===== config.mk =====
export PLATFORM = sky130hd
export DESIGN_NAME = keyframe_curve_evaluator
export DESIGN_NICKNAME = d
export VERILOG_FILES = /design/src/sv/kce_pkg.sv /design/src/sv/kce_div.sv /design/src/sv/kce_dp.sv /design/src/sv/kce_ctrl.sv /design/src/sv/keyframe_curve_evaluator.sv
export SDC_FILE = /design/constraint.sdc
export NUM_CORES = 2
export LEC_CHECK = 0
export BUFFER_PORTS_ARGS = -buffer_cell sky130_fd_sc_hd__buf_4
export CORE_MARGIN = 2
export CORE_UTILIZATION = 50
export CTS_CLUSTER_DIAMETER = 120
export DETAILED_ROUTE_END_ITERATION = 10
export PLACE_DENSITY = 0.63
export SYNTH_ARGS = -nofsm -noshare
export SYNTH_HDL_FRONTEND = slang
export SYNTH_SLANG_ARGS = --single-unit

===== constraint.sdc =====
create_clock -name clk -period 10.5 [get_ports clk]
set_input_delay 1.05 -clock clk [delete_from_list [all_inputs] [get_ports clk]]
set_output_delay 1.05 -clock clk [all_outputs]
set_load 0.1 [all_outputs]

===== src/sv/kce_pkg.sv =====
// ----------------------------------------------------------------------------
// kce_pkg
// Shared types and constants of the keyframe curve evaluator.
// ----------------------------------------------------------------------------
package kce_pkg;

  localparam int TW     = 32;  // time and value width
  localparam int CFG_IW = 8;   // register index width
  localparam int CFG_DW = 32;  // register data width

  localparam logic [CFG_IW-1:0] CFG_INTERP = 8'd0;
  localparam logic [CFG_IW-1:0] CFG_EXTRAP = 8'd1;

  localparam logic [1:0] EXTRAP_LOOP = 2'd1;
  localparam logic [1:0] EXTRAP_PING = 2'd2;

  localparam logic [1:0] ST_OK    = 2'd0;
  localparam logic [1:0] ST_EMPTY = 2'd1;
  localparam logic [1:0] ST_FULL  = 2'd2;

  localparam logic FUNC_EVAL = 1'b1;

  typedef enum logic [4:0] {
    OP_NOP,
    OP_LOAD,
    OP_RD_FIRST,
    OP_RD_LAST,
    OP_CAP_LAST,
    OP_DIV_WRAP,
    OP_TE_WRAP,
    OP_SCAN_RD,
    OP_SCAN_NEXT,
    OP_DIV_MIX,
    OP_MUL,
    OP_RES_MIX,
    OP_RES_KEY,
    OP_RES_LEFT,
    OP_RES_FIRST,
    OP_RES_LAST,
    OP_ST_EMPTY,
    OP_ST_FULL,
    OP_WR_VAL,
    OP_SH_INIT,
    OP_SH_RD,
    OP_SH_WR,
    OP_WR_NEW,
    OP_PUBLISH
  } op_t;

  typedef enum logic [3:0] {
    S_IDLE,
    S_START,
    S_FIRST,
    S_LAST,
    S_DECIDE,
    S_DIVW,
    S_WRAP,
    S_SRD,
    S_SCMP,
    S_DIVM,
    S_MUL,
    S_MIX,
    S_SH_CHK,
    S_SH_WR,
    S_DONE
  } state_t;

  typedef struct packed {
    op_t op;
  } cmd_t;

  typedef struct packed {
    logic func;
    logic cnt_zero;
    logic cnt_one;
    logic full;
    logic in_range;
    logic t_lt_first;
    logic wrap_en;
    logic interp_lin;
    logic scan_end;
    logic ge;
    logic eq;
    logic idx_zero;
    logic j_gt_pos;
    logic div_busy;
  } stat_t;

endpackage


===== src/sv/kce_div.sv =====
// ----------------------------------------------------------------------------
// kce_div
// Restoring unsigned divider, one quotient bit per cycle.
// ----------------------------------------------------------------------------
module kce_div #(
  parameter int NW = 49
) (
  input  logic                  clk,
  input  logic                  rst_n,
  input  logic                  start,
  input  logic [NW-1:0]         dividend,
  input  logic [kce_pkg::TW-1:0] divisor,
  output logic                  busy,
  output logic [NW-1:0]         quo,
  output logic [kce_pkg::TW-1:0] rem
);

  localparam int KW = $clog2(NW + 1);

  logic [KW-1:0]          cnt_r;
  logic [NW-1:0]          dvd_r;
  logic [kce_pkg::TW-1:0] div_r;
  logic [kce_pkg::TW-1:0] rem_r;
  logic [kce_pkg::TW:0]   trial;
  logic [kce_pkg::TW:0]   diff;
  logic                   take;

  assign trial = {rem_r, dvd_r[NW-1]};
  assign diff  = trial - {1'b0, div_r};
  assign take  = !diff[kce_pkg::TW];

  always_ff @(posedge clk) begin
    if (!rst_n) begin
      cnt_r <= '0;
    end else if (start) begin
      cnt_r <= KW'(NW);
    end else if (cnt_r != '0) begin
      cnt_r <= cnt_r - KW'(1);
    end
  end

  always_ff @(posedge clk) begin
    if (start) begin
      dvd_r <= dividend;
      div_r <= divisor;
      rem_r <= '0;
    end else if (cnt_r != '0) begin
      // shift in the next dividend bit, keep the quotient bit in its place
      dvd_r <= {dvd_r[NW-2:0], take};
      rem_r <= take ? diff[kce_pkg::TW-1:0] : trial[kce_pkg::TW-1:0];
    end
  end

  assign busy = (cnt_r != '0);
  assign quo  = dvd_r;
  assign rem  = rem_r;

endmodule


===== src/sv/kce_dp.sv =====
// ----------------------------------------------------------------------------
// kce_dp
// Datapath: key table memories, registers, divider, blend multiplier.
// ----------------------------------------------------------------------------
module kce_dp #(
  parameter int MAX_KEYS  = 16,
  parameter int FRAC_BITS = 16
) (
  input  logic                       clk,
  input  logic                       rst_n,
  input  kce_pkg::cmd_t              cmd,
  output kce_pkg::stat_t             stat,
  input  logic                       in_func,
  input  logic [kce_pkg::TW-1:0]     in_time_req,
  input  logic [kce_pkg::TW-1:0]     in_key_value,
  input  logic                       cfg_we,
  input  logic [kce_pkg::CFG_IW-1:0] cfg_index,
  input  logic [kce_pkg::CFG_DW-1:0] cfg_data,
  output logic [kce_pkg::TW-1:0]     out_value,
  output logic [1:0]                 out_status
);

  localparam int TW = kce_pkg::TW;
  localparam int AW = (MAX_KEYS > 1) ? $clog2(MAX_KEYS) : 1;
  localparam int CW = $clog2(MAX_KEYS + 1);
  localparam int NW = TW + 1 + FRAC_BITS;
  localparam int PW = TW + 2 + FRAC_BITS;

  logic [TW-1:0] time_mem [MAX_KEYS];
  logic [TW-1:0] val_mem  [MAX_KEYS];

  logic [CW-1:0] cnt_r, idx_r, pos_r, j_r;
  logic          interp_r;
  logic [1:0]    extrap_r;
  logic          func_r;
  logic [TW-1:0] t_r, v_r, te_r, first_r, fval_r, last_r, lval_r;
  logic [TW-1:0] lt_r, lv_r, rv_r, rd_time_r, rd_val_r;
  logic [TW-1:0] res_value_r, out_value_r;
  logic [1:0]    res_status_r, out_status_r;
  logic signed [PW-1:0] prod_r;

  logic [AW-1:0] raddr, waddr;
  logic          we_t, we_v;
  logic [TW-1:0] wtime, wval;
  logic [CW-1:0] cnt_m1, j_m1;

  logic          div_start, div_busy;
  logic [NW-1:0] div_dvd, div_quo;
  logic [TW-1:0] div_dsr, div_rem;

  logic [TW:0]   since, since_mag, vdiff;
  logic [TW-1:0] dur, r_floor, r_eff, mix_span;
  logic          odd;
  logic [PW-1:0] prod_sh;

  assign cnt_m1 = cnt_r - CW'(1);
  assign j_m1   = j_r - CW'(1);

  // wrap arithmetic
  assign since     = {t_r[TW-1], t_r} - {first_r[TW-1], first_r};
  assign since_mag = since[TW] ? (~since + (TW+1)'(1)) : since;
  assign dur       = last_r - first_r;
  assign mix_span  = te_r - lt_r;
  assign vdiff     = {rv_r[TW-1], rv_r} - {lv_r[TW-1], lv_r};
  assign prod_sh   = prod_r >>> FRAC_BITS;

  always_comb begin
    if (since[TW] && div_rem != '0) begin
      r_floor = dur - div_rem;
      odd     = !div_quo[0];
    end else begin
      r_floor = div_rem;
      odd     = div_quo[0];
    end
    r_eff = (extrap_r == kce_pkg::EXTRAP_PING && odd) ? (dur - r_floor) : r_floor;
  end

  always_comb begin
    div_start = 1'b0;
    div_dvd   = '0;
    div_dsr   = '0;
    case (cmd.op)
      kce_pkg::OP_DIV_WRAP: begin
        div_start = 1'b1;
        div_dvd   = NW'(since_mag);
        div_dsr   = dur;
      end
      kce_pkg::OP_DIV_MIX: begin
        div_start = 1'b1;
        div_dvd   = {1'b0, mix_span, {FRAC_BITS{1'b0}}};
        div_dsr   = rd_time_r - lt_r;
      end
      default: ;
    endcase
  end

  kce_div #(.NW(NW)) u_div (
    .clk      (clk),
    .rst_n    (rst_n),
    .start    (div_start),
    .dividend (div_dvd),
    .divisor  (div_dsr),
    .busy     (div_busy),
    .quo      (div_quo),
    .rem      (div_rem)
  );

  // memory port selection
  always_comb begin
    raddr = '0;
    waddr = '0;
    we_t  = 1'b0;
    we_v  = 1'b0;
    wtime = t_r;
    wval  = v_r;
    case (cmd.op)
      kce_pkg::OP_RD_LAST: raddr = cnt_m1[AW-1:0];
      kce_pkg::OP_SCAN_RD: raddr = idx_r[AW-1:0];
      kce_pkg::OP_SH_RD:   raddr = j_m1[AW-1:0];
      kce_pkg::OP_WR_VAL: begin
        waddr = idx_r[AW-1:0];
        we_v  = 1'b1;
      end
      kce_pkg::OP_SH_WR: begin
        waddr = j_r[AW-1:0];
        we_t  = 1'b1;
        we_v  = 1'b1;
        wtime = rd_time_r;
        wval  = rd_val_r;
      end
      kce_pkg::OP_WR_NEW: begin
        waddr = pos_r[AW-1:0];
        we_t  = 1'b1;
        we_v  = 1'b1;
      end
      default: ;
    endcase
  end

  always_ff @(posedge clk) begin
    if (we_t) time_mem[waddr] <= wtime;
    if (we_v) val_mem[waddr] <= wval;
    rd_time_r <= time_mem[raddr];
    rd_val_r  <= val_mem[raddr];
  end

  // control state: key count and mode registers
  always_ff @(posedge clk) begin
    if (!rst_n) begin
      cnt_r    <= '0;
      interp_r <= 1'b1;
      extrap_r <= 2'd0;
    end else begin
      if (cfg_we) begin
        unique case (cfg_index)
          kce_pkg::CFG_INTERP: interp_r <= cfg_data[0];
          kce_pkg::CFG_EXTRAP: extrap_r <= cfg_data[1:0];
          default: ;
        endcase
      end
      if (cmd.op == kce_pkg::OP_WR_NEW) cnt_r <= cnt_r + CW'(1);
    end
  end

  always_ff @(posedge clk) begin
    case (cmd.op)
      kce_pkg::OP_LOAD: begin
        func_r       <= in_func;
        t_r          <= in_time_req;
        te_r         <= in_time_req;
        v_r          <= in_key_value;
        idx_r        <= '0;
        res_value_r  <= '0;
        res_status_r <= kce_pkg::ST_OK;
      end
      kce_pkg::OP_RD_LAST: begin
        first_r <= rd_time_r;
        fval_r  <= rd_val_r;
      end
      kce_pkg::OP_CAP_LAST: begin
        last_r <= rd_time_r;
        lval_r <= rd_val_r;
      end
      kce_pkg::OP_TE_WRAP:   te_r <= first_r + r_eff;
      kce_pkg::OP_SCAN_NEXT: begin
        lt_r  <= rd_time_r;
        lv_r  <= rd_val_r;
        idx_r <= idx_r + CW'(1);
      end
      kce_pkg::OP_DIV_MIX:   rv_r <= rd_val_r;
      kce_pkg::OP_MUL:
        prod_r <= $signed({1'b0, div_quo[FRAC_BITS-1:0]}) * $signed(vdiff);
      kce_pkg::OP_RES_MIX:   res_value_r  <= lv_r + prod_sh[TW-1:0];
      kce_pkg::OP_RES_KEY:   res_value_r  <= rd_val_r;
      kce_pkg::OP_RES_LEFT:  res_value_r  <= lv_r;
      kce_pkg::OP_RES_FIRST: res_value_r  <= fval_r;
      kce_pkg::OP_RES_LAST:  res_value_r  <= lval_r;
      kce_pkg::OP_ST_EMPTY:  res_status_r <= kce_pkg::ST_EMPTY;
      kce_pkg::OP_ST_FULL:   res_status_r <= kce_pkg::ST_FULL;
      kce_pkg::OP_SH_INIT: begin
        pos_r <= idx_r;
        j_r   <= cnt_r;
      end
      kce_pkg::OP_SH_WR:     j_r <= j_m1;
      kce_pkg::OP_PUBLISH: begin
        out_value_r  <= res_value_r;
        out_status_r <= res_status_r;
      end
      default: ;
    endcase
  end

  always_comb begin
    stat.func       = (func_r == kce_pkg::FUNC_EVAL);
    stat.cnt_zero   = (cnt_r == '0);
    stat.cnt_one    = (cnt_r == CW'(1));
    stat.full       = (cnt_r == CW'(MAX_KEYS));
    stat.in_range   = ($signed(t_r) >= $signed(first_r)) && ($signed(t_r) <= $signed(last_r));
    stat.t_lt_first = ($signed(t_r) < $signed(first_r));
    stat.wrap_en    = (extrap_r == kce_pkg::EXTRAP_LOOP) || (extrap_r == kce_pkg::EXTRAP_PING);
    stat.interp_lin = interp_r;
    stat.scan_end   = (idx_r == cnt_r);
    stat.ge         = ($signed(rd_time_r) >= $signed(te_r));
    stat.eq         = (rd_time_r == te_r);
    stat.idx_zero   = (idx_r == '0);
    stat.j_gt_pos   = (j_r > pos_r);
    stat.div_busy   = div_busy;
  end

  assign out_value  = out_value_r;
  assign out_status = out_status_r;

endmodule


===== src/sv/kce_ctrl.sv =====
// ----------------------------------------------------------------------------
// kce_ctrl
// Controller: sequences search, insertion shift, wrap and blend steps.
// ----------------------------------------------------------------------------
module kce_ctrl (
  input  logic           clk,
  input  logic           rst_n,
  input  logic           in_valid,
  output logic           in_ready,
  output logic           out_valid,
  input  logic           out_ready,
  input  kce_pkg::stat_t stat,
  output kce_pkg::cmd_t  cmd
);

  kce_pkg::state_t state_r, state_nxt;
  logic            out_valid_r, out_valid_nxt;

  always_ff @(posedge clk) begin
    if (!rst_n) begin
      state_r     <= kce_pkg::S_IDLE;
      out_valid_r <= 1'b0;
    end else begin
      state_r     <= state_nxt;
      out_valid_r <= out_valid_nxt;
    end
  end

  always_comb begin
    state_nxt     = state_r;
    cmd.op        = kce_pkg::OP_NOP;
    in_ready      = 1'b0;
    out_valid_nxt = out_valid_r && !out_ready;
    unique case (state_r)
      kce_pkg::S_IDLE: begin
        in_ready = 1'b1;
        if (in_valid) begin
          cmd.op    = kce_pkg::OP_LOAD;
          state_nxt = kce_pkg::S_START;
        end
      end
      kce_pkg::S_START: begin
        if (!stat.func) begin
          state_nxt = kce_pkg::S_SRD;
        end else if (stat.cnt_zero) begin
          cmd.op    = kce_pkg::OP_ST_EMPTY;
          state_nxt = kce_pkg::S_DONE;
        end else begin
          cmd.op    = kce_pkg::OP_RD_FIRST;
          state_nxt = kce_pkg::S_FIRST;
        end
      end
      kce_pkg::S_FIRST: begin
        cmd.op    = kce_pkg::OP_RD_LAST;
        state_nxt = kce_pkg::S_LAST;
      end
      kce_pkg::S_LAST: begin
        cmd.op    = kce_pkg::OP_CAP_LAST;
        state_nxt = kce_pkg::S_DECIDE;
      end
      kce_pkg::S_DECIDE: begin
        if (stat.cnt_one) begin
          cmd.op    = kce_pkg::OP_RES_FIRST;
          state_nxt = kce_pkg::S_DONE;
        end else if (stat.in_range) begin
          state_nxt = kce_pkg::S_SRD;
        end else if (!stat.wrap_en) begin
          cmd.op    = stat.t_lt_first ? kce_pkg::OP_RES_FIRST : kce_pkg::OP_RES_LAST;
          state_nxt = kce_pkg::S_DONE;
        end else begin
          cmd.op    = kce_pkg::OP_DIV_WRAP;
          state_nxt = kce_pkg::S_DIVW;
        end
      end
      kce_pkg::S_DIVW: begin
        if (!stat.div_busy) state_nxt = kce_pkg::S_WRAP;
      end
      kce_pkg::S_WRAP: begin
        cmd.op    = kce_pkg::OP_TE_WRAP;
        state_nxt = kce_pkg::S_SRD;
      end
      kce_pkg::S_SRD: begin
        // insert past the last key: no match, append unless the table is full
        if (stat.scan_end) begin
          cmd.op    = stat.full ? kce_pkg::OP_ST_FULL : kce_pkg::OP_SH_INIT;
          state_nxt = stat.full ? kce_pkg::S_DONE : kce_pkg::S_SH_CHK;
        end else begin
          cmd.op    = kce_pkg::OP_SCAN_RD;
          state_nxt = kce_pkg::S_SCMP;
        end
      end
      kce_pkg::S_SCMP: begin
        if (!stat.ge) begin
          cmd.op    = kce_pkg::OP_SCAN_NEXT;
          state_nxt = kce_pkg::S_SRD;
        end else if (!stat.func) begin
          if (stat.eq) begin
            cmd.op    = kce_pkg::OP_WR_VAL;
            state_nxt = kce_pkg::S_DONE;
          end else if (stat.full) begin
            cmd.op    = kce_pkg::OP_ST_FULL;
            state_nxt = kce_pkg::S_DONE;
          end else begin
            cmd.op    = kce_pkg::OP_SH_INIT;
            state_nxt = kce_pkg::S_SH_CHK;
          end
        end else if (stat.eq || stat.idx_zero) begin
          cmd.op    = kce_pkg::OP_RES_KEY;
          state_nxt = kce_pkg::S_DONE;
        end else if (!stat.interp_lin) begin
          cmd.op    = kce_pkg::OP_RES_LEFT;
          state_nxt = kce_pkg::S_DONE;
        end else begin
          cmd.op    = kce_pkg::OP_DIV_MIX;
          state_nxt = kce_pkg::S_DIVM;
        end
      end
      kce_pkg::S_DIVM: begin
        if (!stat.div_busy) state_nxt = kce_pkg::S_MUL;
      end
      kce_pkg::S_MUL: begin
        cmd.op    = kce_pkg::OP_MUL;
        state_nxt = kce_pkg::S_MIX;
      end
      kce_pkg::S_MIX: begin
        cmd.op    = kce_pkg::OP_RES_MIX;
        state_nxt = kce_pkg::S_DONE;
      end
      kce_pkg::S_SH_CHK: begin
        if (stat.j_gt_pos) begin
          cmd.op    = kce_pkg::OP_SH_RD;
          state_nxt = kce_pkg::S_SH_WR;
        end else begin
          cmd.op    = kce_pkg::OP_WR_NEW;
          state_nxt = kce_pkg::S_DONE;
        end
      end
      kce_pkg::S_SH_WR: begin
        cmd.op    = kce_pkg::OP_SH_WR;
        state_nxt = kce_pkg::S_SH_CHK;
      end
      kce_pkg::S_DONE: begin
        // hold until the output register is free
        if (!out_valid_r || out_ready) begin
          cmd.op        = kce_pkg::OP_PUBLISH;
          out_valid_nxt = 1'b1;
          state_nxt     = kce_pkg::S_IDLE;
        end
      end
      default: state_nxt = kce_pkg::S_IDLE;
    endcase
  end

  assign out_valid = out_valid_r;

endmodule


===== src/sv/keyframe_curve_evaluator.sv =====
// ----------------------------------------------------------------------------
// keyframe_curve_evaluator
// Sorted keyframe table with step/linear interpolation and clamp, loop or
// ping-pong extrapolation, Q16.16 times and values.
// ----------------------------------------------------------------------------
//   channel | direction | handshake            | payload
//   in      | input     | in_valid / in_ready  | in_func, in_time_req, in_key_value
//   out     | output    | out_valid / out_ready| out_value, out_status
//   cfg     | input     | cfg_valid / cfg_ready| cfg_index, cfg_data
//
// One item at a time. The table scan reads and compares each key visited;
// an insert then shifts each later key with a read and a write. Wrapped
// queries add one pass of the bit-serial divider, linear blends another
// pass plus the multiply step.
// Reset (rst_n low, synchronous) empties the table, sets linear blend, clamp.
// A waiting result does not block the next beat; only publishing waits.
// ----------------------------------------------------------------------------
module keyframe_curve_evaluator #(
  parameter int MAX_KEYS  = 16,
  parameter int FRAC_BITS = 16
) (
  input  logic                       clk,
  input  logic                       rst_n,
  input  logic                       in_valid,
  output logic                       in_ready,
  input  logic                       in_func,
  input  logic [31:0]                in_time_req,
  input  logic [31:0]                in_key_value,
  output logic                       out_valid,
  input  logic                       out_ready,
  output logic [31:0]                out_value,
  output logic [1:0]                 out_status,
  input  logic                       cfg_valid,
  output logic                       cfg_ready,
  input  logic [kce_pkg::CFG_IW-1:0] cfg_index,
  input  logic [kce_pkg::CFG_DW-1:0] cfg_data
);

  kce_pkg::cmd_t  cmd;
  kce_pkg::stat_t stat;

  assign cfg_ready = 1'b1;

  kce_ctrl u_ctrl (
    .clk       (clk),
    .rst_n     (rst_n),
    .in_valid  (in_valid),
    .in_ready  (in_ready),
    .out_valid (out_valid),
    .out_ready (out_ready),
    .stat      (stat),
    .cmd       (cmd)
  );

  kce_dp #(
    .MAX_KEYS  (MAX_KEYS),
    .FRAC_BITS (FRAC_BITS)
  ) u_dp (
    .clk          (clk),
    .rst_n        (rst_n),
    .cmd          (cmd),
    .stat         (stat),
    .in_func      (in_func),
    .in_time_req  (in_time_req),
    .in_key_value (in_key_value),
    .cfg_we       (cfg_valid && cfg_ready),
    .cfg_index    (cfg_index),
    .cfg_data     (cfg_data),
    .out_value    (out_value),
    .out_status   (out_status)
  );

endmodule


==> flow_metrics.env <==
export IMPL_antenna_found_initial=9
export IMPL_grt_max_degree=194
export IMPL_fin_crit_sh=0.953
export IMPL_gp_congestion=0.942
export IMPL_clockBufferDepth=3
export IMPL_clk_pin_slew_ns=0.06
export IMPL_area_growth_pct=10.1
export IMPL_endpoint_kind="flip-flop"
export IMPL_route_detailed_drc=0
export IMPL_min_from="in_key_value[14]"
export IMPL_firstDrtPassIters=6
export IMPL_wire_per_inst_um=23.0
export IMPL_required_ns=11.08
export IMPL_synth_area_sq_um=101000
export IMPL_critPathMaxStageDelay_ns=0.55
export IMPL_cts_buffers=174
export IMPL_synth_edff_count=1541
export IMPL_setup_viol=0
export IMPL_wl_um=288000
export IMPL_fill_cells=17100
export IMPL_place_ws_ns=-0.202
export IMPL_fin_skew_ns=0.0691
export IMPL_ys_types=100
export IMPL_first_iter_violations=7402
export IMPL_ioPinCount=147
export IMPL_slew_headroom=0.133
export IMPL_synth_flop_cell="edfxtp_1"
export IMPL_fin_crit_ns=10.00
export IMPL_holdWs_ns=0.348
export IMPL_finalMaxSlewViolations=0
export IMPL_path_class="flip-flop to flip-flop"
export IMPL_vias_per_cell=5.82
export IMPL_grt_pass1_wl_um=434000
export IMPL_syn_inst=9687
export IMPL_rrSetupSlack_ns=0.50
export IMPL_worstHoldEndpoint="u_dp.v_r[14]$_DFFE_PP_"
export IMPL_synth_async_reset_ratio=0
export IMPL_grt_overflow=0
export IMPL_syn_nets=10800
export IMPL_ys_ff_latch=1656
export IMPL_nNetsFinal=10800
export IMPL_ant_nets=0
export IMPL_start_util=0.503
export IMPL_r2r_end="u_dp.prod_r[42]$_DFFE_PN_"
export IMPL_num_rows=164
export IMPL_critPathSlowestCell="fa_1"
export IMPL_final_cell_mix="nand2_1, edfxtp_1, inv_1"
export IMPL_whs_path_depth=1
export IMPL_grt_usage=0.280
export IMPL_die_area_sq_um=205000
export IMPL_insertion_delay_ns=0.88
export IMPL_r2r_start="u_dp.lv_r[1]$_DFFE_PP_"
export IMPL_status="complete, no violations"
export IMPL_regArea_sq_um=48600
export IMPL_fp_dieW_um=452
export IMPL_syn_area_per_cell_sq_um=10.4
export IMPL_crit_path_start_kind="flip-flop"
export IMPL_tightest_slew_ns=1.29
export IMPL_num_vias=72900
export IMPL_layout_commonest_cell="nand2_1"
export IMPL_htreeDepth=4
export IMPL_yosys_warnings=0
export IMPL_critPathMaxFanout=8
export IMPL_ys_seq_area_frac=0.483
export IMPL_cts_sink_count=1656
export IMPL_cap_violations=0
export IMPL_ctsRootBufferMaster="clkbuf_16"
export IMPL_r2r_cells=36
export IMPL_arrival_ns=10.58
export IMPL_drive_gt1_frac=0.0700
export IMPL_hpwl_um=191000
export IMPL_cts_tree="built"
export IMPL_hold_class="input port to flip-flop"
export IMPL_fmax_mhz=100
export IMPL_core_sq_um=200000
export IMPL_multiInputGateArea_sq_um=47200
export IMPL_grt_pass1_vias=71000
export IMPL_port_buffers=115
export IMPL_dieHeight_um=452
export IMPL_hold_violations=0
export IMPL_setup_ws_ns=0.497
-- what timing repair did --
action,4_1_cts,5_1_grt
hold buffers,0,0
endpoints found under the setup margin,2,14
hold endpoints to repair,0,0
setup buffers,0,1
pin swaps,0,3
resized for setup,3,18
-- through the flow --
stage               cells  TNS, ns  area [sq um]  utilization
finish              12500        0        111000        0.554
global route        12500  -0.0254        111000        0.554
CTS                 12500        0        111000        0.553
detailed placement  12200   -0.202        105000        0.524
global placement    12200  -0.0289        105000        0.524
floorplan            9687        0        101000            -
-- worst max path at each step --
stage               cells past startpoint              startpoint                        end  slack [ns]
floorplan                              36  u_dp.lv_r[0]$_DFFE_PP_  u_dp.prod_r[42]$_DFFE_PN_        1.07
global placement                       38  u_dp.lv_r[0]$_DFFE_PP_  u_dp.prod_r[47]$_DFFE_PN_       -0.03
detailed placement                     38  u_dp.lv_r[0]$_DFFE_PP_  u_dp.prod_r[47]$_DFFE_PN_       -0.20
CTS                                    38  u_dp.lv_r[0]$_DFFE_PP_  u_dp.prod_r[47]$_DFFE_PN_        0.07
global route                           36  u_dp.lv_r[1]$_DFFE_PP_  u_dp.prod_r[42]$_DFFE_PN_       -0.03
finish                                 36  u_dp.lv_r[1]$_DFFE_PP_  u_dp.prod_r[42]$_DFFE_PN_        0.50
-- cells in the mapped netlist, drive strengths merged, types with 14 or more instances --
cell     instances  share of area
a31oi           34         0.0021
o31a            17         0.0015
ha             508          0.063
nor3b           14         0.0011
and3            46         0.0029
o22ai           39         0.0024
o211a           19         0.0019
clkbuf         348          0.013
o21ai          330          0.016
a21oi          651          0.032
nor3            89         0.0045
nand4           59         0.0038
a22oi           22         0.0016
and2           163          0.010
a21boi          18         0.0013
inv            942          0.035
buf             84         0.0041
nor2           375          0.014
a211o           19         0.0017
a211oi          41         0.0031
nor2b           82         0.0051
mux2i           86         0.0086
mux2            28         0.0031
or3             36         0.0022
o31ai           23         0.0018
o221ai          14         0.0012
o311ai          17         0.0017
o21a            64         0.0048
nor4            84         0.0054
dfxtp          115          0.023
a21o           141          0.011
o21bai          42         0.0031
nand2         1876          0.070
nand3b          25         0.0019
fa             499          0.099
o211ai          17         0.0013
or2             24         0.0015
xor2           132          0.012
edfxtp        1541           0.46
nand2b          81         0.0050
xnor2          214          0.019
nand3          568          0.028
a2111oi         14         0.0016
-- layout make-up --
class,instances,area share
clock inverter,93,0.0105
sequential,1656,0.439
tap,2656,0.0300
multi-input combinational,6656,0.426
clock buffer,234,0.0426
inverter,943,0.0320
antenna,2,0.0000452
timing repair buffer,281,0.0197
-- cells by family (layout without fill, tap and decap cells) --
family	count (synthesis)	in the layout	synth area share
adders and majority gates	1007	1007	0.163
AOI/OAI and AO/OA	1628	1628	0.100
other	1	3	0.0000373
muxes	114	114	0.0117
buffers and inverters	1375	1551	0.0523
xor gates and xnor gates	347	347	0.0304
and+or+nand+nor	3559	3559	0.159
DFF	1656	1656	0.483
-- critical path: cells and delay by family, from the launching register on --
kind                     cells  cell delay, ns
AND/OR/NAND/NOR              4            1.02
AO/OA/AOI/OAI               16            4.01
XOR/XNOR                     1            0.15
flip-flops                   1            0.47
buffers and inverters        7            0.52
adder cells (fa/ha/maj)      8            3.57
-- layer usage --
layer  global-route usage  vias to the layer above  part of all wire
met2                0.443                     2856              0.46
met1                0.395                    36100              0.43
li1                     -                    33500                 -
met3               0.0450                      439             0.082
met5                    0                        -                 0
met4               0.0893                        0             0.030
Power is not shown: default switching activity piles up to over one toggle a cycle in this logic, so the estimate is an artifact.
